==> config.mk <==
export PLATFORM = sky130hd
export DESIGN_NAME = pair_difference_histogram_top_flat
export DESIGN_NICKNAME = d
export VERILOG_FILES = /design/src/hdl/pdh_pkg.sv /design/src/hdl/pdh_if.sv /design/src/hdl/pdh_cordic.sv /design/src/hdl/pdh_hist_mem.sv /design/src/hdl/pair_difference_histogram_top.sv /design/src/flat_wrapper.sv
export SDC_FILE = /design/constraint.sdc
export NUM_CORES = 2
export LEC_CHECK = 0
export BUFFER_PORTS_ARGS = -buffer_cell sky130_fd_sc_hd__buf_2
export CAP_MARGIN = 20
export CORE_MARGIN = 2
export CORE_UTILIZATION = 55
export DETAILED_ROUTE_END_ITERATION = 8
export PLACE_DENSITY_LB_ADDON = 0.08
export SYNTH_ARGS = -nofsm -noshare
export SYNTH_HDL_FRONTEND = slang
export SYNTH_SLANG_ARGS = --single-unit
==> constraint.sdc <==
create_clock -name clk -period 7.79 [get_ports clk]
set_input_delay 0.779 -clock clk [delete_from_list [all_inputs] [get_ports clk]]
set_output_delay 0.779 -clock clk [all_outputs]
set_load 0.02 [all_outputs]
==> src/hdl/pdh_pkg.sv <==
// pair difference histogram package: request and status codes, controller states, cordic constants and arctangent table
// no dependencies
`timescale 1ns / 1ps

package pdh_pkg;

    typedef enum logic [1:0] {
        REQ_ACCUM = 2'd0,
        REQ_READ  = 2'd1,
        REQ_CLEAR = 2'd2,
        REQ_NONE  = 2'd3
    } req_t;

    typedef enum logic [1:0] {
        ST_DONE     = 2'd0,
        ST_SKIP     = 2'd1,
        ST_MISMATCH = 2'd2,
        ST_NOBIN    = 2'd3
    } status_t;

    typedef enum logic [2:0] {
        S_IDLE,
        S_CLEAR,
        S_CORDIC1,
        S_CORDIC2,
        S_BIN,
        S_READ,
        S_WRITE,
        S_OUT
    } state_t;

    localparam int CordicSteps = 16;
    localparam int CordicWidth = 28;

    function automatic logic [15:0] atan_bam(input logic [3:0] i);
        case (i)
            4'd0:    atan_bam = 16'd8192;
            4'd1:    atan_bam = 16'd4836;
            4'd2:    atan_bam = 16'd2555;
            4'd3:    atan_bam = 16'd1297;
            4'd4:    atan_bam = 16'd651;
            4'd5:    atan_bam = 16'd326;
            4'd6:    atan_bam = 16'd163;
            4'd7:    atan_bam = 16'd81;
            4'd8:    atan_bam = 16'd41;
            4'd9:    atan_bam = 16'd20;
            4'd10:   atan_bam = 16'd10;
            4'd11:   atan_bam = 16'd5;
            4'd12:   atan_bam = 16'd3;
            4'd13:   atan_bam = 16'd1;
            4'd14:   atan_bam = 16'd1;
            default: atan_bam = 16'd0;
        endcase
    endfunction

endpackage

==> src/hdl/pdh_if.sv <==
// valid/ready channel interfaces for requests, results and configuration
// no dependencies
`timescale 1ns / 1ps

interface pdh_req_if;
    logic               valid;
    logic               ready;
    logic [1:0]         req_type;
    logic signed [15:0] rapidity_first;
    logic signed [15:0] momx_first;
    logic signed [15:0] momy_first;
    logic signed [31:0] code_first;
    logic signed [15:0] rapidity_second;
    logic signed [15:0] momx_second;
    logic signed [15:0] momy_second;
    logic signed [31:0] code_second;
    logic [4:0]         bin_index;
    modport source (output valid, req_type, rapidity_first, momx_first, momy_first,
                    code_first, rapidity_second, momx_second, momy_second, code_second,
                    bin_index, input ready);
    modport sink (input valid, req_type, rapidity_first, momx_first, momy_first,
                  code_first, rapidity_second, momx_second, momy_second, code_second,
                  bin_index, output ready);
endinterface

interface pdh_res_if;
    logic        valid;
    logic        ready;
    logic [1:0]  status;
    logic [31:0] rapidity_count;
    logic [31:0] angle_count;
    logic [31:0] pairs_counted;
    logic [4:0]  rapidity_bin_hit;
    logic [4:0]  angle_bin_hit;
    modport source (output valid, status, rapidity_count, angle_count, pairs_counted,
                    rapidity_bin_hit, angle_bin_hit, input ready);
    modport sink (input valid, status, rapidity_count, angle_count, pairs_counted,
                  rapidity_bin_hit, angle_bin_hit, output ready);
endinterface

interface pdh_cfg_if;
    logic        valid;
    logic        ready;
    logic [30:0] species_code;
    modport source (output valid, species_code, input ready);
    modport sink (input valid, species_code, output ready);
endinterface

==> src/hdl/pdh_cordic.sv <==
// iterative vectoring cordic, one micro-rotation per cycle, 16-bit binary angle out
// depends on pdh_pkg
`timescale 1ns / 1ps

module pdh_cordic (
    input  logic               clk,
    input  logic               rst_n,
    input  logic               start,
    input  logic signed [15:0] vec_x,
    input  logic signed [15:0] vec_y,
    output logic               done,
    output logic [15:0]        angle
);
    import pdh_pkg::*;

    logic signed [CordicWidth-1:0] x_reg, x_next, y_reg, y_next;
    logic [15:0] z_reg, z_next;
    logic [3:0]  step_reg, step_next;
    logic        busy_reg, busy_next;
    logic        done_reg, done_next;
    logic signed [CordicWidth-1:0] x0, y0, xs, ys;
    logic zero_vec;

    always_comb
    begin
        zero_vec = (vec_x == 16'sd0) && (vec_y == 16'sd0);
        if (vec_x < 0)
        begin
            x0 = -(CordicWidth'(vec_x) <<< 8);
            y0 = -(CordicWidth'(vec_y) <<< 8);
        end
        else
        begin
            x0 = CordicWidth'(vec_x) <<< 8;
            y0 = CordicWidth'(vec_y) <<< 8;
        end
        xs = x_reg >>> step_reg;
        ys = y_reg >>> step_reg;
        x_next = x_reg;
        y_next = y_reg;
        z_next = z_reg;
        step_next = step_reg;
        busy_next = busy_reg;
        done_next = 1'b0;
        if (start)
        begin
            x_next = x0;
            y_next = y0;
            z_next = (vec_x < 0) ? 16'd32768 : 16'd0;
            step_next = 4'd0;
            busy_next = !zero_vec;
            done_next = zero_vec;
            if (zero_vec)
                z_next = 16'd0;
        end
        else if (busy_reg)
        begin
            if (y_reg > 0)
            begin
                x_next = x_reg + ys;
                y_next = y_reg - xs;
                z_next = z_reg + atan_bam(step_reg);
            end
            else
            begin
                x_next = x_reg - ys;
                y_next = y_reg + xs;
                z_next = z_reg - atan_bam(step_reg);
            end
            step_next = step_reg + 4'd1;
            if (step_reg == 4'(CordicSteps - 1))
            begin
                busy_next = 1'b0;
                done_next = 1'b1;
            end
        end
    end

    always_ff @(posedge clk or negedge rst_n)
    begin
        if (!rst_n)
        begin
            busy_reg <= 1'b0;
            done_reg <= 1'b0;
            step_reg <= 4'd0;
        end
        else
        begin
            busy_reg <= busy_next;
            done_reg <= done_next;
            step_reg <= step_next;
        end
    end

    always_ff @(posedge clk)
    begin
        x_reg <= x_next;
        y_reg <= y_next;
        z_reg <= z_next;
    end

    assign done  = done_reg;
    assign angle = z_reg;

    a_done_idle: assert property (@(posedge clk) disable iff (!rst_n)
        done_reg |-> !busy_reg) else $error("cordic done while busy");
    a_start_free: assert property (@(posedge clk) disable iff (!rst_n)
        start |-> !busy_reg) else $error("cordic restarted while busy");
    a_done_pulse: assert property (@(posedge clk) disable iff (!rst_n)
        done_reg |=> !done_reg || $past(start)) else $error("cordic done held");
endmodule

==> src/hdl/pdh_hist_mem.sv <==
// histogram store: one synchronous memory, one read and one write port
// depends on nothing but the parameters given
`timescale 1ns / 1ps

module pdh_hist_mem #(
    parameter int DEPTH = 20,
    parameter int AW    = 5
) (
    input  logic          clk,
    input  logic          wr_en,
    input  logic [AW-1:0] wr_addr,
    input  logic [31:0]   wr_data,
    input  logic [AW-1:0] rd_addr,
    output logic [31:0]   rd_data
);
    logic [31:0] mem [DEPTH];
    logic [31:0] rd_reg;

    always_ff @(posedge clk)
    begin
        if (wr_en)
            mem[wr_addr] <= wr_data;
        rd_reg <= mem[rd_addr];
    end

    assign rd_data = rd_reg;
endmodule

==> src/hdl/pair_difference_histogram_top.sv <==
// pair difference histogram top level: controller, shared cordic, two histogram memories
// depends on pdh_pkg, pdh_if, pdh_cordic, pdh_hist_mem
`timescale 1ns / 1ps
//
// channel  dir  content
// req      in   request type, pair kinematics and codes, bin index
// res      out  status, bin counts, pair total, bins hit
// cfg      in   species code
//
// one request at a time; a counted pair runs two 16-step arctangents on the single cordic,
// then a read-modify-write of the angle memory and, for an in-range rapidity bin, of the
// rapidity memory; a read goes through a memory read state and a bin state to its result,
// a clear through a pass over max(bins) addresses; a skipped, mismatched or unused request
// goes straight to its result
// after reset a clearing pass over max(RAPIDITY_BINS, ANGLE_BINS) addresses runs before the
// first request; a stalled result holds the controller, the next request is taken in the
// cycle after the result transfer

module pair_difference_histogram_top #(
    parameter int RAPIDITY_BINS = 20,
    parameter int ANGLE_BINS    = 24
) (
    input logic       clk,
    input logic       rst_n,
    pdh_req_if.sink   req,
    pdh_res_if.source res,
    pdh_cfg_if.sink   cfg
);
    import pdh_pkg::*;

    localparam int RAW = (RAPIDITY_BINS > 1) ? $clog2(RAPIDITY_BINS) : 1;
    localparam int AAW = (ANGLE_BINS > 1) ? $clog2(ANGLE_BINS) : 1;
    localparam int MaxBins = (RAPIDITY_BINS > ANGLE_BINS) ? RAPIDITY_BINS : ANGLE_BINS;
    localparam int CW = $clog2(MaxBins + 1);

    state_t state_reg, state_next;
    logic [30:0] species_reg;
    logic [31:0] total_reg, total_next;
    logic [CW-1:0] clr_reg, clr_next;
    logic        boot_reg, boot_next;
    logic [1:0]  req_reg;
    logic signed [15:0] ry1_reg, ry2_reg, mx2_reg, my2_reg;
    logic [4:0]  bin_reg;
    logic [15:0] a1_reg;
    logic [8:0]  rbin_reg, rbin_next;
    logic [8:0]  abin_reg, abin_next;
    logic [1:0]  st_reg, st_next;
    logic [31:0] rc_reg, rc_next, ac_reg, ac_next;
    logic        rok_reg;

    logic        cor_start, cor_done;
    logic signed [15:0] cor_x, cor_y;
    logic [15:0] cor_angle;

    logic          rwe, awe;
    logic [RAW-1:0] rwa, rra;
    logic [AAW-1:0] awa, ara;
    logic [31:0]   rwd, awd, rrd, ard;

    logic signed [16:0] rdiff;
    logic [16:0] rabs;
    logic [25:0] rprod;
    logic [15:0] da, dfold;
    logic [24:0] aprod;
    logic signed [32:0] c1, c2;
    logic [32:0] mag;

    assign cfg.ready = (state_reg == S_IDLE);
    assign req.ready = (state_reg == S_IDLE);

    always_ff @(posedge clk or negedge rst_n)
    begin
        if (!rst_n)
            species_reg <= 31'd211;
        else if (cfg.valid && cfg.ready)
            species_reg <= cfg.species_code;
    end

    assign cor_x = (state_reg == S_IDLE) ? req.momx_first : mx2_reg;
    assign cor_y = (state_reg == S_IDLE) ? req.momy_first : my2_reg;

    pdh_cordic u_cordic (
        .clk   (clk),
        .rst_n (rst_n),
        .start (cor_start),
        .vec_x (cor_x),
        .vec_y (cor_y),
        .done  (cor_done),
        .angle (cor_angle)
    );

    pdh_hist_mem #(.DEPTH(RAPIDITY_BINS), .AW(RAW)) u_rap_mem (
        .clk(clk), .wr_en(rwe), .wr_addr(rwa), .wr_data(rwd), .rd_addr(rra), .rd_data(rrd)
    );

    pdh_hist_mem #(.DEPTH(ANGLE_BINS), .AW(AAW)) u_ang_mem (
        .clk(clk), .wr_en(awe), .wr_addr(awa), .wr_data(awd), .rd_addr(ara), .rd_data(ard)
    );

    always_comb
    begin
        c1 = 33'(req.code_first);
        c2 = 33'(req.code_second);
        mag = c1[32] ? 33'(-c1) : 33'(c1);
        rdiff = 17'(ry1_reg) - 17'(ry2_reg);
        rabs = rdiff[16] ? 17'(-rdiff) : 17'(rdiff);
        rprod = 26'(rabs) * 26'(RAPIDITY_BINS);
        da = a1_reg - cor_angle;
        dfold = (da > 16'd32768) ? 16'(17'd65536 - 17'(da)) : da;
        aprod = 25'(dfold) * 25'(ANGLE_BINS);
    end

    // next state
    always_comb
    begin
        state_next = state_reg;
        case (state_reg)
            S_IDLE:
                if (req.valid)
                begin
                    case (req_t'(req.req_type))
                        REQ_ACCUM:
                            if (mag == 33'(species_reg) && c2 == -c1)
                                state_next = S_CORDIC1;
                            else
                                state_next = S_OUT;
                        REQ_READ:  state_next = S_READ;
                        REQ_CLEAR: state_next = S_CLEAR;
                        default:   state_next = S_OUT;
                    endcase
                end
            S_CLEAR:
                if (clr_reg == CW'(MaxBins - 1))
                    state_next = boot_reg ? S_IDLE : S_OUT;
            S_CORDIC1: if (cor_done) state_next = S_CORDIC2;
            S_CORDIC2: if (cor_done) state_next = S_BIN;
            S_BIN:     state_next = (req_reg == REQ_READ) ? S_OUT : S_WRITE;
            S_READ:    state_next = S_BIN;
            S_WRITE:   state_next = S_OUT;
            S_OUT:     if (res.ready) state_next = S_IDLE;
            default:   state_next = S_IDLE;
        endcase
    end

    // outputs and datapath
    always_comb
    begin
        cor_start = 1'b0;
        rwe = 1'b0; awe = 1'b0;
        rwa = rbin_reg[RAW-1:0]; awa = abin_reg[AAW-1:0];
        rwd = (&rrd) ? rrd : rrd + 32'd1;
        awd = (&ard) ? ard : ard + 32'd1;
        rra = rbin_reg[RAW-1:0]; ara = abin_reg[AAW-1:0];
        total_next = total_reg;
        clr_next = clr_reg;
        boot_next = boot_reg;
        rbin_next = rbin_reg; abin_next = abin_reg;
        st_next = st_reg; rc_next = rc_reg; ac_next = ac_reg;
        case (state_reg)
            S_IDLE:
            begin
                clr_next = '0;
                st_next = ST_DONE; rc_next = '0; ac_next = '0;
                rbin_next = '0; abin_next = '0;
                if (req.valid)
                begin
                    case (req_t'(req.req_type))
                        REQ_ACCUM:
                            if (mag != 33'(species_reg))
                                st_next = ST_SKIP;
                            else if (c2 != -c1)
                                st_next = ST_MISMATCH;
                            else
                                cor_start = 1'b1;
                        REQ_READ:
                        begin
                            rbin_next = 9'(req.bin_index);
                            abin_next = 9'(req.bin_index);
                            if (!(32'(req.bin_index) < RAPIDITY_BINS)
                                && !(32'(req.bin_index) < ANGLE_BINS))
                                st_next = ST_NOBIN;
                        end
                        default: ;
                    endcase
                end
            end
            S_CLEAR:
            begin
                rwd = '0; awd = '0;
                rwa = clr_reg[RAW-1:0]; awa = clr_reg[AAW-1:0];
                rwe = 32'(clr_reg) < RAPIDITY_BINS;
                awe = 32'(clr_reg) < ANGLE_BINS;
                clr_next = clr_reg + CW'(1);
                total_next = '0;
                if (clr_reg == CW'(MaxBins - 1))
                    boot_next = 1'b0;
            end
            S_CORDIC1:
                cor_start = cor_done;
            S_CORDIC2:
                if (cor_done)
                begin
                    rbin_next = (rprod[25:13] < 13'(RAPIDITY_BINS))
                        ? 9'(rprod[25:13]) : 9'(RAPIDITY_BINS);
                    abin_next = (aprod[24:15] >= 10'(ANGLE_BINS))
                        ? 9'(ANGLE_BINS - 1) : 9'(aprod[24:15]);
                end
            S_BIN:
                if (req_reg == REQ_READ)
                begin
                    rc_next = rok_reg && (32'(bin_reg) < RAPIDITY_BINS) ? rrd : '0;
                    ac_next = (32'(bin_reg) < ANGLE_BINS) ? ard : '0;
                end
            S_WRITE:
            begin
                rwe = 32'(rbin_reg) < RAPIDITY_BINS;
                awe = 1'b1;
                total_next = (&total_reg) ? total_reg : total_reg + 32'd1;
            end
            default: ;
        endcase
    end

    always_ff @(posedge clk or negedge rst_n)
    begin
        if (!rst_n)
        begin
            state_reg <= S_CLEAR;
            total_reg <= '0;
            clr_reg   <= '0;
            boot_reg  <= 1'b1;
        end
        else
        begin
            state_reg <= state_next;
            total_reg <= total_next;
            clr_reg   <= clr_next;
            boot_reg  <= boot_next;
        end
    end

    always_ff @(posedge clk)
    begin
        rbin_reg <= rbin_next;
        abin_reg <= abin_next;
        st_reg <= st_next;
        rc_reg <= rc_next;
        ac_reg <= ac_next;
        rok_reg <= 1'b1;
        if (state_reg == S_CORDIC1 && cor_done)
            a1_reg <= cor_angle;
        if (state_reg == S_IDLE && req.valid)
        begin
            req_reg <= req.req_type;
            bin_reg <= req.bin_index;
            ry1_reg <= req.rapidity_first;
            ry2_reg <= req.rapidity_second;
            mx2_reg <= req.momx_second;
            my2_reg <= req.momy_second;
        end
    end

    assign res.valid = (state_reg == S_OUT);
    assign res.status = st_reg;
    assign res.rapidity_count = rc_reg;
    assign res.angle_count = ac_reg;
    assign res.pairs_counted = total_reg;
    assign res.rapidity_bin_hit = (st_reg == ST_DONE && req_reg == REQ_ACCUM)
        ? rbin_reg[4:0] : 5'd0;
    assign res.angle_bin_hit = (st_reg == ST_DONE && req_reg == REQ_ACCUM)
        ? abin_reg[4:0] : 5'd0;

    a_no_accept_busy: assert property (@(posedge clk) disable iff (!rst_n)
        (state_reg != S_IDLE) |-> !req.ready) else $error("request taken while busy");
    a_write_then_out: assert property (@(posedge clk) disable iff (!rst_n)
        (state_reg == S_WRITE) |=> (state_reg == S_OUT)) else $error("write not followed by result");
    a_total_step: assert property (@(posedge clk) disable iff (!rst_n)
        (state_reg == S_WRITE) |=> (total_reg == $past(total_reg) + 32'd1)
        || (&total_reg) || ($past(total_reg) == 32'hFFFF_FFFF)) else $error("pair total step");
endmodule

==> src/flat_wrapper.sv <==
// flat-port wrapper written by rule: the top's interface ports become plain ports
module pair_difference_histogram_top_flat import pdh_pkg::*;
#(
    parameter int RAPIDITY_BINS = 20,
    parameter int ANGLE_BINS    = 24
)
  (clk, rst_n, req_valid, req_req_type, req_rapidity_first, req_momx_first, req_momy_first, req_code_first, req_rapidity_second, req_momx_second, req_momy_second, req_code_second, req_bin_index, req_ready, res_valid, res_status, res_rapidity_count, res_angle_count, res_pairs_counted, res_rapidity_bin_hit, res_angle_bin_hit, res_ready, cfg_valid, cfg_species_code, cfg_ready);
  pdh_req_if req_i ();
  pdh_res_if res_i ();
  pdh_cfg_if cfg_i ();
  input logic clk;
  input logic rst_n;
  input wire logic [$bits(req_i.valid)-1:0] req_valid;
  input wire logic [$bits(req_i.req_type)-1:0] req_req_type;
  input wire logic [$bits(req_i.rapidity_first)-1:0] req_rapidity_first;
  input wire logic [$bits(req_i.momx_first)-1:0] req_momx_first;
  input wire logic [$bits(req_i.momy_first)-1:0] req_momy_first;
  input wire logic [$bits(req_i.code_first)-1:0] req_code_first;
  input wire logic [$bits(req_i.rapidity_second)-1:0] req_rapidity_second;
  input wire logic [$bits(req_i.momx_second)-1:0] req_momx_second;
  input wire logic [$bits(req_i.momy_second)-1:0] req_momy_second;
  input wire logic [$bits(req_i.code_second)-1:0] req_code_second;
  input wire logic [$bits(req_i.bin_index)-1:0] req_bin_index;
  output wire logic [$bits(req_i.ready)-1:0] req_ready;
  output wire logic [$bits(res_i.valid)-1:0] res_valid;
  output wire logic [$bits(res_i.status)-1:0] res_status;
  output wire logic [$bits(res_i.rapidity_count)-1:0] res_rapidity_count;
  output wire logic [$bits(res_i.angle_count)-1:0] res_angle_count;
  output wire logic [$bits(res_i.pairs_counted)-1:0] res_pairs_counted;
  output wire logic [$bits(res_i.rapidity_bin_hit)-1:0] res_rapidity_bin_hit;
  output wire logic [$bits(res_i.angle_bin_hit)-1:0] res_angle_bin_hit;
  input wire logic [$bits(res_i.ready)-1:0] res_ready;
  input wire logic [$bits(cfg_i.valid)-1:0] cfg_valid;
  input wire logic [$bits(cfg_i.species_code)-1:0] cfg_species_code;
  output wire logic [$bits(cfg_i.ready)-1:0] cfg_ready;
  assign req_i.valid = req_valid;
  assign req_i.req_type = req_req_type;
  assign req_i.rapidity_first = req_rapidity_first;
  assign req_i.momx_first = req_momx_first;
  assign req_i.momy_first = req_momy_first;
  assign req_i.code_first = req_code_first;
  assign req_i.rapidity_second = req_rapidity_second;
  assign req_i.momx_second = req_momx_second;
  assign req_i.momy_second = req_momy_second;
  assign req_i.code_second = req_code_second;
  assign req_i.bin_index = req_bin_index;
  assign req_ready = req_i.ready;
  assign res_valid = res_i.valid;
  assign res_status = res_i.status;
  assign res_rapidity_count = res_i.rapidity_count;
  assign res_angle_count = res_i.angle_count;
  assign res_pairs_counted = res_i.pairs_counted;
  assign res_rapidity_bin_hit = res_i.rapidity_bin_hit;
  assign res_angle_bin_hit = res_i.angle_bin_hit;
  assign res_i.ready = res_ready;
  assign cfg_i.valid = cfg_valid;
  assign cfg_i.species_code = cfg_species_code;
  assign cfg_ready = cfg_i.ready;
  pair_difference_histogram_top #(.RAPIDITY_BINS(RAPIDITY_BINS), .ANGLE_BINS(ANGLE_BINS)) u_core (.clk(clk), .rst_n(rst_n), .req(req_i), .res(res_i), .cfg(cfg_i));
endmodule
Word level (Yosys, flattened, before mapping)
Memory sizes are Yosys's and may differ from the RTL's. A register that Yosys moved wholly into a read port is not among the register bits.
Cells that the tools add are included.
Operators by class
  add/sub/neg operators: 18
  $mul: 2
  $lt $le $gt $ge: 12
  equality and inequality tests: 23
  shifts and indexed selects: 2
  multiplexer cells: 82
  reduce and logical (&&, ||, !) cells: 29
Operator list (number)
  $mux 32: 9
  $mux 16: 14
  $mux 28: 8
  $pmux 32 s2: 3
  $add 32x1->32 const B: 3
  $reduce_and 32->1: 3
  $add 28x28->28: 2
  $neg 24->28: 2
  $sshr 28x4->28: 2
  $sub 28x28->28: 2
  $mux 5: 8
  $eq 32x33->1: 1
  $eq 33x31->1: 1
  $mux 33: 1
  $ne 32x33->1: 1
  $ne 33x31->1: 1
  $neg 32->33: 1
  $logic_not 16->1: 2
  $sub 16x16->16: 2
  $lt 5x5->1 const B: 6
  $gt 28x1->1 const B: 1
  $pmux 3 s8: 1
  $mux 3: 7
  $mul 17x3->20 const B: 1
  37 further kinds: 86
Storage, ports and cells
  flip-flop bits (word level): 317
  bits in writable memories: 1408
  bits in read-only memories: 448
  input bits: 203
  output and inout port bits: 111
  word-level logic and storage cells: 195
  memories kept: 4
Memories
  u_core.u_ang_mem.mem: words 24, bits a word 32, read ports 1, clocked after memory_dff 1, write ports 1, line pdh_hist_mem.sv:16  | logic [31:0] mem [DEPTH];
  u_core.u_rap_mem.mem: words 20, bits a word 32, read ports 1, clocked after memory_dff 1, write ports 1, line pdh_hist_mem.sv:16
  (no name shown): words 16, bits a word 14, read ports 1, clocked after memory_dff 0, write ports 0, line pdh_pkg.sv:36  | case (i)
  (no name shown): words 16, bits a word 14, read ports 1, clocked after memory_dff 0, write ports 0, line pdh_pkg.sv:36

Longest topological paths before layout
  depth after elaboration: 12
  mapped depth: 31
  gate-level depth less buffers: 29

Cells and area by module
A second synthesis with hierarchy kept.
Second synthesis, totals
  cells, all modules: 6039
  area, all modules: 84220.8 um^2
Modules (own cells, without submodules)
  pdh_hist_mem at u_core.u_ang_mem: times used 1, cells an instance 1545, area each 30327.8 um^2, sequential area each 23702.7 um^2
  pdh_hist_mem at u_core.u_rap_mem: times used 1, cells an instance 1362, area each 25459.4 um^2, sequential area each 19859.0 um^2
  pair_difference_histogram_top: times used 1, cells an instance 1761, area each 16747.3 um^2, sequential area each 6765.2 um^2
  pdh_cordic: times used 1, cells an instance 1371, area each 11686.2 um^2, sequential area each 2312.2 um^2

Least setup slack after synthesis
No wires, ideal clock.
  kind: input to register
  start: in req_code_first[8]
  end: reg u_core.u_cordic.z_reg[0] (netlist: u_core.u_cordic.angle[0]) (enable)
  setup time: 399 ps
  arrival: 5211 ps
  required time: 7391 ps
  path slack: 2180 ps
  cell stages on the path: 20
  buffers on the path: 3
  path through: clkbuf_1 -> or4_4 -> nor2_4 -> nand4_1 -> or2_1 -> clkbuf_1 -> nor3_1 -> ha_1 -> nor2_1 -> nand2_1 -> o21ai_0 -> nand4_1 -> nor4_1 -> nand4_1 -> a21oi_1 -> nand4_1 -> a2111oi_2 -> a31o_4 -> buf_6 -> or2_2
Between the ends
  cells in the longest elaborated chain, start to end: 8
  elaborated cells between the ends (all ways): 10
  those cells by class: 1 x add/sub; 2 x eq/ne; 6 x mux; 1 x reduce/logical
RTL lines
  start, declared: line flat_wrapper.sv:18  | input wire logic [$bits(req_i.code_first)-1:0] req_code_first;
  $neg 32->33: line pair_difference_histogram_top.sv:104, pair_difference_histogram_top.sv:171
  $ne 32x33->1 or $mux 33 (tied branches): line pair_difference_histogram_top.sv:171, pair_difference_histogram_top.sv:104
  $mux 1 or $ne 33x31->1 (tied branches): line pair_difference_histogram_top.sv:171, pair_difference_histogram_top.sv:169
  $mux 1 *: line pair_difference_histogram_top.sv:169  | if (mag != 33'(species_reg))
  $mux 1 *: line pair_difference_histogram_top.sv:167  | case (req_t'(req.req_type))
  $mux 1 *: line pair_difference_histogram_top.sv:165  | if (req.valid)
  $pmux 1 s2 *: line pair_difference_histogram_top.sv:159  | case (state_reg)
  $reduce_bool 2->1 (no line) *
  end signal, assigned: line pdh_cordic.sv:99  | z_reg <= z_next;
  end, declared: line pdh_cordic.sv:17  | logic [15:0] z_reg, z_next;
Mark *: on every way between the ends. The rest lies on a longest branch, timed or not.
A chain may end at the register's enable or synchronous reset.

Worst setup path in the final report
  start: reg u_core.u_cordic.step_reg[0]
  end: reg u_core.u_cordic.x_reg[25] (data pin)
Between the ends
  cells in the longest elaborated chain, start to end: 5
  elaborated cells between the ends (all ways): 6
  those cells by class: 2 x add/sub; 1 x shift; 3 x mux
RTL lines
  start, declared: line pdh_cordic.sv:18  | logic [3:0] step_reg, step_next;
  start signal, assigned: line pdh_cordic.sv:91  | step_reg <= step_next;
  $sshr 28x4->28 *: line pdh_cordic.sv:38  | ys = y_reg >>> step_reg;
  $sub 28x28->28 or $add 28x28->28 (tied branches): line pdh_cordic.sv:66, pdh_cordic.sv:60
  $mux 28 *: line pdh_cordic.sv:58  | if (y_reg > 0)
  $mux 28 *: line pdh_cordic.sv:56  | else if (busy_reg)
  $mux 28 *: line pdh_cordic.sv:45  | if (start)
  named net u_core.u_cordic.x_next[25]: line pdh_cordic.sv:16  | logic signed [CordicWidth-1:0] x_reg, x_next, y_reg, y_next;
  end signal, assigned: line pdh_cordic.sv:97  | x_reg <= x_next;
  end, declared: line pdh_cordic.sv:16
Mark *: on every way through the listed nets, which the timed path passes. The rest lies on a longest branch. The select of a mux whose other input is x is not followed.

==> impl_results.rst <==
.. list-table::
   :header-rows: 1

   * - Metric
     - Value
   * - Top Registers
     - u_core.u_ang_mem.mem x768, u_core.u_rap_mem.mem x640
   * - Site Rows
     - 141
   * - WP data arrival
     - 7.28 ns
   * - Residual antenna-violating net count after detailed routing
     - 0
   * - Yosys top cell area share
     - 0.603
   * - Vertical die dimension
     - 390 um
   * - DR WL/cell
     - 26.5 um
   * - Most area-consuming cells after synthesis
     - sky130_fd_sc_hd__edfxtp_1, sky130_fd_sc_hd__mux4_2, sky130_fd_sc_hd__ha_1, sky130_fd_sc_hd__xnor2_1, sky130_fd_sc_hd__dfrtp_1
   * - DP Cell Count
     - 7323
   * - Boundary pin count
     - 314
   * - Maximum operating frequency
     - 148 MHz
   * - Worst-case vdd ir drop
     - 225 uV
   * - Average via count per standard cell
     - 6.18
   * - Cell area after placement
     - 0.0863 mm2
   * - Worst setup path end
     - u_core.u_cordic.x_reg[25]$_DFFE_PP_
   * - Mean cell area of the mapped netlist
     - 15.8 um2
   * - Critical-path maximum fanout
     - 44
   * - Global routing usage summed across all routing layers
     - 0.269
   * - Final worst path period need
     - 6.76 ns
   * - Number of warning messages in the yosys log
     - 0
   * - CP required
     - 8.31 ns
   * - DRC errors left
     - 0
   * - Final max-slew violation count
     - 0
   * - Total core area
     - 0.148 mm2
   * - Primary FF master, synth
     - sky130_fd_sc_hd__edfxtp_1
   * - Worst Max-Slew Pin Slew
     - 1.11 ns
   * - Cell taking the most area after synthesis
     - sky130_fd_sc_hd__edfxtp_1
   * - Final instance count without filler cells
     - 7715
   * - Worst setup EP type
     - flop
   * - Number of H-tree levels
     - 4
   * - Async set-reset flop share out of synthesis
     - 0.0436
   * - Die span in x
     - 390 um
   * - Number of flip-flops in the largest register
     - 768
   * - Slowest stage cell, crit path
     - sky130_fd_sc_hd__dfrtp_4
   * - Fraction of layout instances using a drive strength above 1
     - 0.243
   * - Max-capacitance violation count
     - 0
   * - Wire length after detailed routing
     - 204000 um
   * - Highest cell delay on the worst timing path
     - 0.90 ns
   * - Die Area
     - 0.152 mm2
   * - Reg-to-reg endpoint
     - u_core.u_cordic.x_reg[25]$_DFFE_PP_
   * - Synthesized instance count
     - 5196
   * - Via count of the first global-routing pass
     - 47412
   * - Detailed router's first-iteration violation count
     - 4651
   * - Clock tree buffer depth
     - 3
   * - Clock Sink Count
     - 1787
   * - Detailed Place HPWL
     - 123000 um
   * - Post-CTS clock slew at the launch and capture registers of the worst setup and hold paths
     - 0.06 ns
   * - Period Utilization, post-route
     - 0.868
   * - Cells along the critical path
     - mux4_2 > mux2_2 > nor2_1 > a31oi_1 > and3b_1 > and2_1 > nand4_1 > or2_2 > nand2_1 > xnor2_1 > ha_1 > a211oi_1 > nand2_1 > o311ai_0 > o21ai_0 > o31a_1 > a21o_1 > o31ai_1 > nand2b_1 > a21oi_1 > xor2_1 > nor2_1
   * - Power per unit of standard cell area
     - 341 mW/mm2
   * - Multi-input gate area in the final layout
     - 0.0282 mm2
   * - Setup slack of the worst register-to-register path
     - 1.03 ns
   * - Net total in the final layout
     - 5982
   * - Sort of element at the start of the critical path
     - flop
   * - PortBufs
     - 313
   * - Global-route wire length before repair
     - 304000 um
   * - Pin count of the biggest net entering global routing
     - 140
   * - Total overflow reported by the global router
     - 0
   * - Most numerous cell in the Yosys netlist
     - sky130_fd_sc_hd__edfxtp_1
   * - Ranking of synthesized cells by instance count
     - sky130_fd_sc_hd__edfxtp_1, sky130_fd_sc_hd__mux4_2, sky130_fd_sc_hd__nor2_1
   * - LEAKAGE
     - 0.0319 uW
   * - Vias post-DR
     - 47715
   * - Number of synthesized flops with an enable pin
     - 1645
   * - Initial core utilization
     - 0.554
   * - Finished layout cell area
     - 0.0927 mm2
   * - Crit Path Class
     - flop to flop
   * - Final-layout fill cell count
     - 10836
   * - Largest reg by FF count
     - u_core.u_ang_mem.mem
   * - Hold Crit Class
     - input port to flop
   * - Pre-antenna DRT Iters
     - 6
   * - R2R Path Start
     - u_core.u_cordic.step_reg[0]$_DFFE_PN0P_
   * - Total of flip-flops plus latches after synthesis
     - 1787
   * - Clock latency on the worst-skew pair
     - 0.80 ns
   * - Area of all sequential standard cells
     - 0.0526 mm2
   * - Weighted congestion at the end of routability-driven global placement
     - 0.912
   * - Clock tree from TritonCTS
     - built
   * - Accumulated negative setup slack
     - 0 ns
   * - Unrepaired setup endpoints after global routing
     - no
   * - PostCTS Resize Cnt
     - 0
   * - Final setup violating endpoints
     - 0
   * - Result of the run
     - finished, final reports clean
   * - Count of unique library cells instantiated by Yosys
     - 104
   * - Critical Path Source
     - u_core.u_cordic.step_reg[0]$_DFFE_PN0P_
   * - Synth Cell Area
     - 0.0819 mm2
   * - Hold Vio Cnt, Final
     - 0
   * - Slew Limit Headroom
     - 0.257
   * - Root Buffer Master
     - sky130_fd_sc_hd__clkbuf_16
   * - Number of cells on the worst reg-to-reg path
     - 22
   * - Share of synthesized area occupied by flip-flops and latches
     - 0.642
   * - Synth-to-layout area growth
     - 13.1%
   * - Largest clock skew in the final design
     - 0.0554 ns
   * - Number of antenna violations at the first check in global routing
     - 11
   * - Cts bufs inserted
     - 181
-- report_power, final --
| group | leakage (uW) | switching (uW) | internal [uW] |
|---|---|---|---|
| logic | 0.0126 | 5660 | 3720 |
| registers | 0.0164 | 573 | 12900 |
| clock network | 0.00296 | 3710 | 5020 |
-- worst max-delay path: cells and delay by family, from the launching register on --
family / cells / cell delay [ns]
AO/OA/AOI/OAI: 8 / 2.59
XOR/XNOR: 2 / 0.22
adder cells (fa/ha/maj): 1 / 0.35
flip-flops: 1 / 0.90
multiplexers: 2 / 0.92
AND/OR/NAND/NOR: 9 / 1.51
-- kinds of logic after synthesis --
logic type | Yosys count | share of synthesized area
muxes | 651 | 0.153
AOI/OAI and AO/OA | 635 | 0.0480
adders and majority gates | 165 | 0.0257
buffers and inverters | 357 | 0.0177
and+or+nand+nor | 1215 | 0.0721
xor gates and xnor gates | 385 | 0.0412
other | 1 | 0.0000458
DFF | 1787 | 0.642
-- area by class of cell --
class	instances	share of cell area
multi-input cells	3056	0.305
inverters	121	0.00490
repair buffers	467	0.0309
flip-flops and latches	1787	0.568
well taps	1930	0.0260
clock buffers	244	0.0536
clock inverters	99	0.0118
diodes	11	0.000297
-- per-stage QoR --
| step | setup slack (ns) | total power, uW | hold WS [ns] | utilization |
|---|---|---|---|---|
| 2_1_floorplan | 2.18 | 20100 | 0.441 | - |
| 3_3_place_gp | 1.23 | 22700 | 0.465 | 0.582 |
| 3_5_place_dp | 1.15 | 22900 | 0.474 | 0.584 |
| 4_1_cts | 1.14 | 31700 | 0.106 | 0.625 |
| 5_1_grt | 0.623 | 33200 | 0.118 | 0.627 |
| 6_report | 1.03 | 31600 | 0.149 | 0.627 |
-- layer usage --
layer	routed length, um	share of wire	GRT usage
met5	27	0.00013	0
met1	88000	0.43	0.396
met2	97600	0.48	0.428
met3	14200	0.069	0.0420
met4	4330	0.021	0.0635
-- worst min-delay path by stage --
| stage | cells past startpoint | from | to | slack, ns |
|---|---|---|---|---|
| finish | 1 | req_momy_second[13] | u_core.my2_reg[13]$_DFFE_PP_ | 0.15 |
| global route | 1 | req_momy_second[14] | u_core.my2_reg[14]$_DFFE_PP_ | 0.12 |
| CTS | 1 | req_momy_second[7] | u_core.my2_reg[7]$_DFFE_PP_ | 0.11 |
| detailed placement | 2 | u_core.boot_reg$_DFFE_PN1P_ | u_core.boot_reg$_DFFE_PN1P_ | 0.47 |
| global placement | 2 | u_core.boot_reg$_DFFE_PN1P_ | u_core.boot_reg$_DFFE_PN1P_ | 0.46 |
| floorplan | 2 | u_core.boot_reg$_DFFE_PN1P_ | u_core.boot_reg$_DFFE_PN1P_ | 0.44 |
-- cells in the final DEF (no fill, tap or decap), drive strengths merged, types with 11 or more instances in the layout --
cell type | netlist | routed
mux2i | 105 | 105
a21oi | 216 | 216
inv | 119 | 127
dfrtp | 71 | 71
or3 | 26 | 26
clkbuf | 152 | 244
and3 | 45 | 45
nand2b | 27 | 27
and2 | 94 | 94
nor2 | 392 | 392
nand3 | 86 | 86
xor2 | 175 | 175
or2 | 25 | 25
buf | 84 | 466
a211oi | 15 | 15
nor2b | 28 | 28
o21ai | 166 | 166
o21a | 26 | 26
nand2 | 282 | 282
dfxtp | 64 | 64
o31ai | 21 | 21
diode | 0 | 11
o211ai | 14 | 14
a31oi | 41 | 41
nor3b | 17 | 17
bufinv | 0 | 15
nand4 | 41 | 41
nor3 | 75 | 75
edfxtp | 1645 | 1645
mux4 | 471 | 471
a21o | 40 | 40
nor4 | 31 | 31
o21bai | 14 | 14
ha | 160 | 160
nand3b | 13 | 13
mux2 | 75 | 75
xnor2 | 210 | 210
clkinv | 2 | 75
-- repair_timing --
item                                   4_1_cts  5_1_grt
hold buffers                                 1        0
buffers inserted                             0        0
endpoints found under the hold margin       21        0
(Power assumes the default switching activity.)
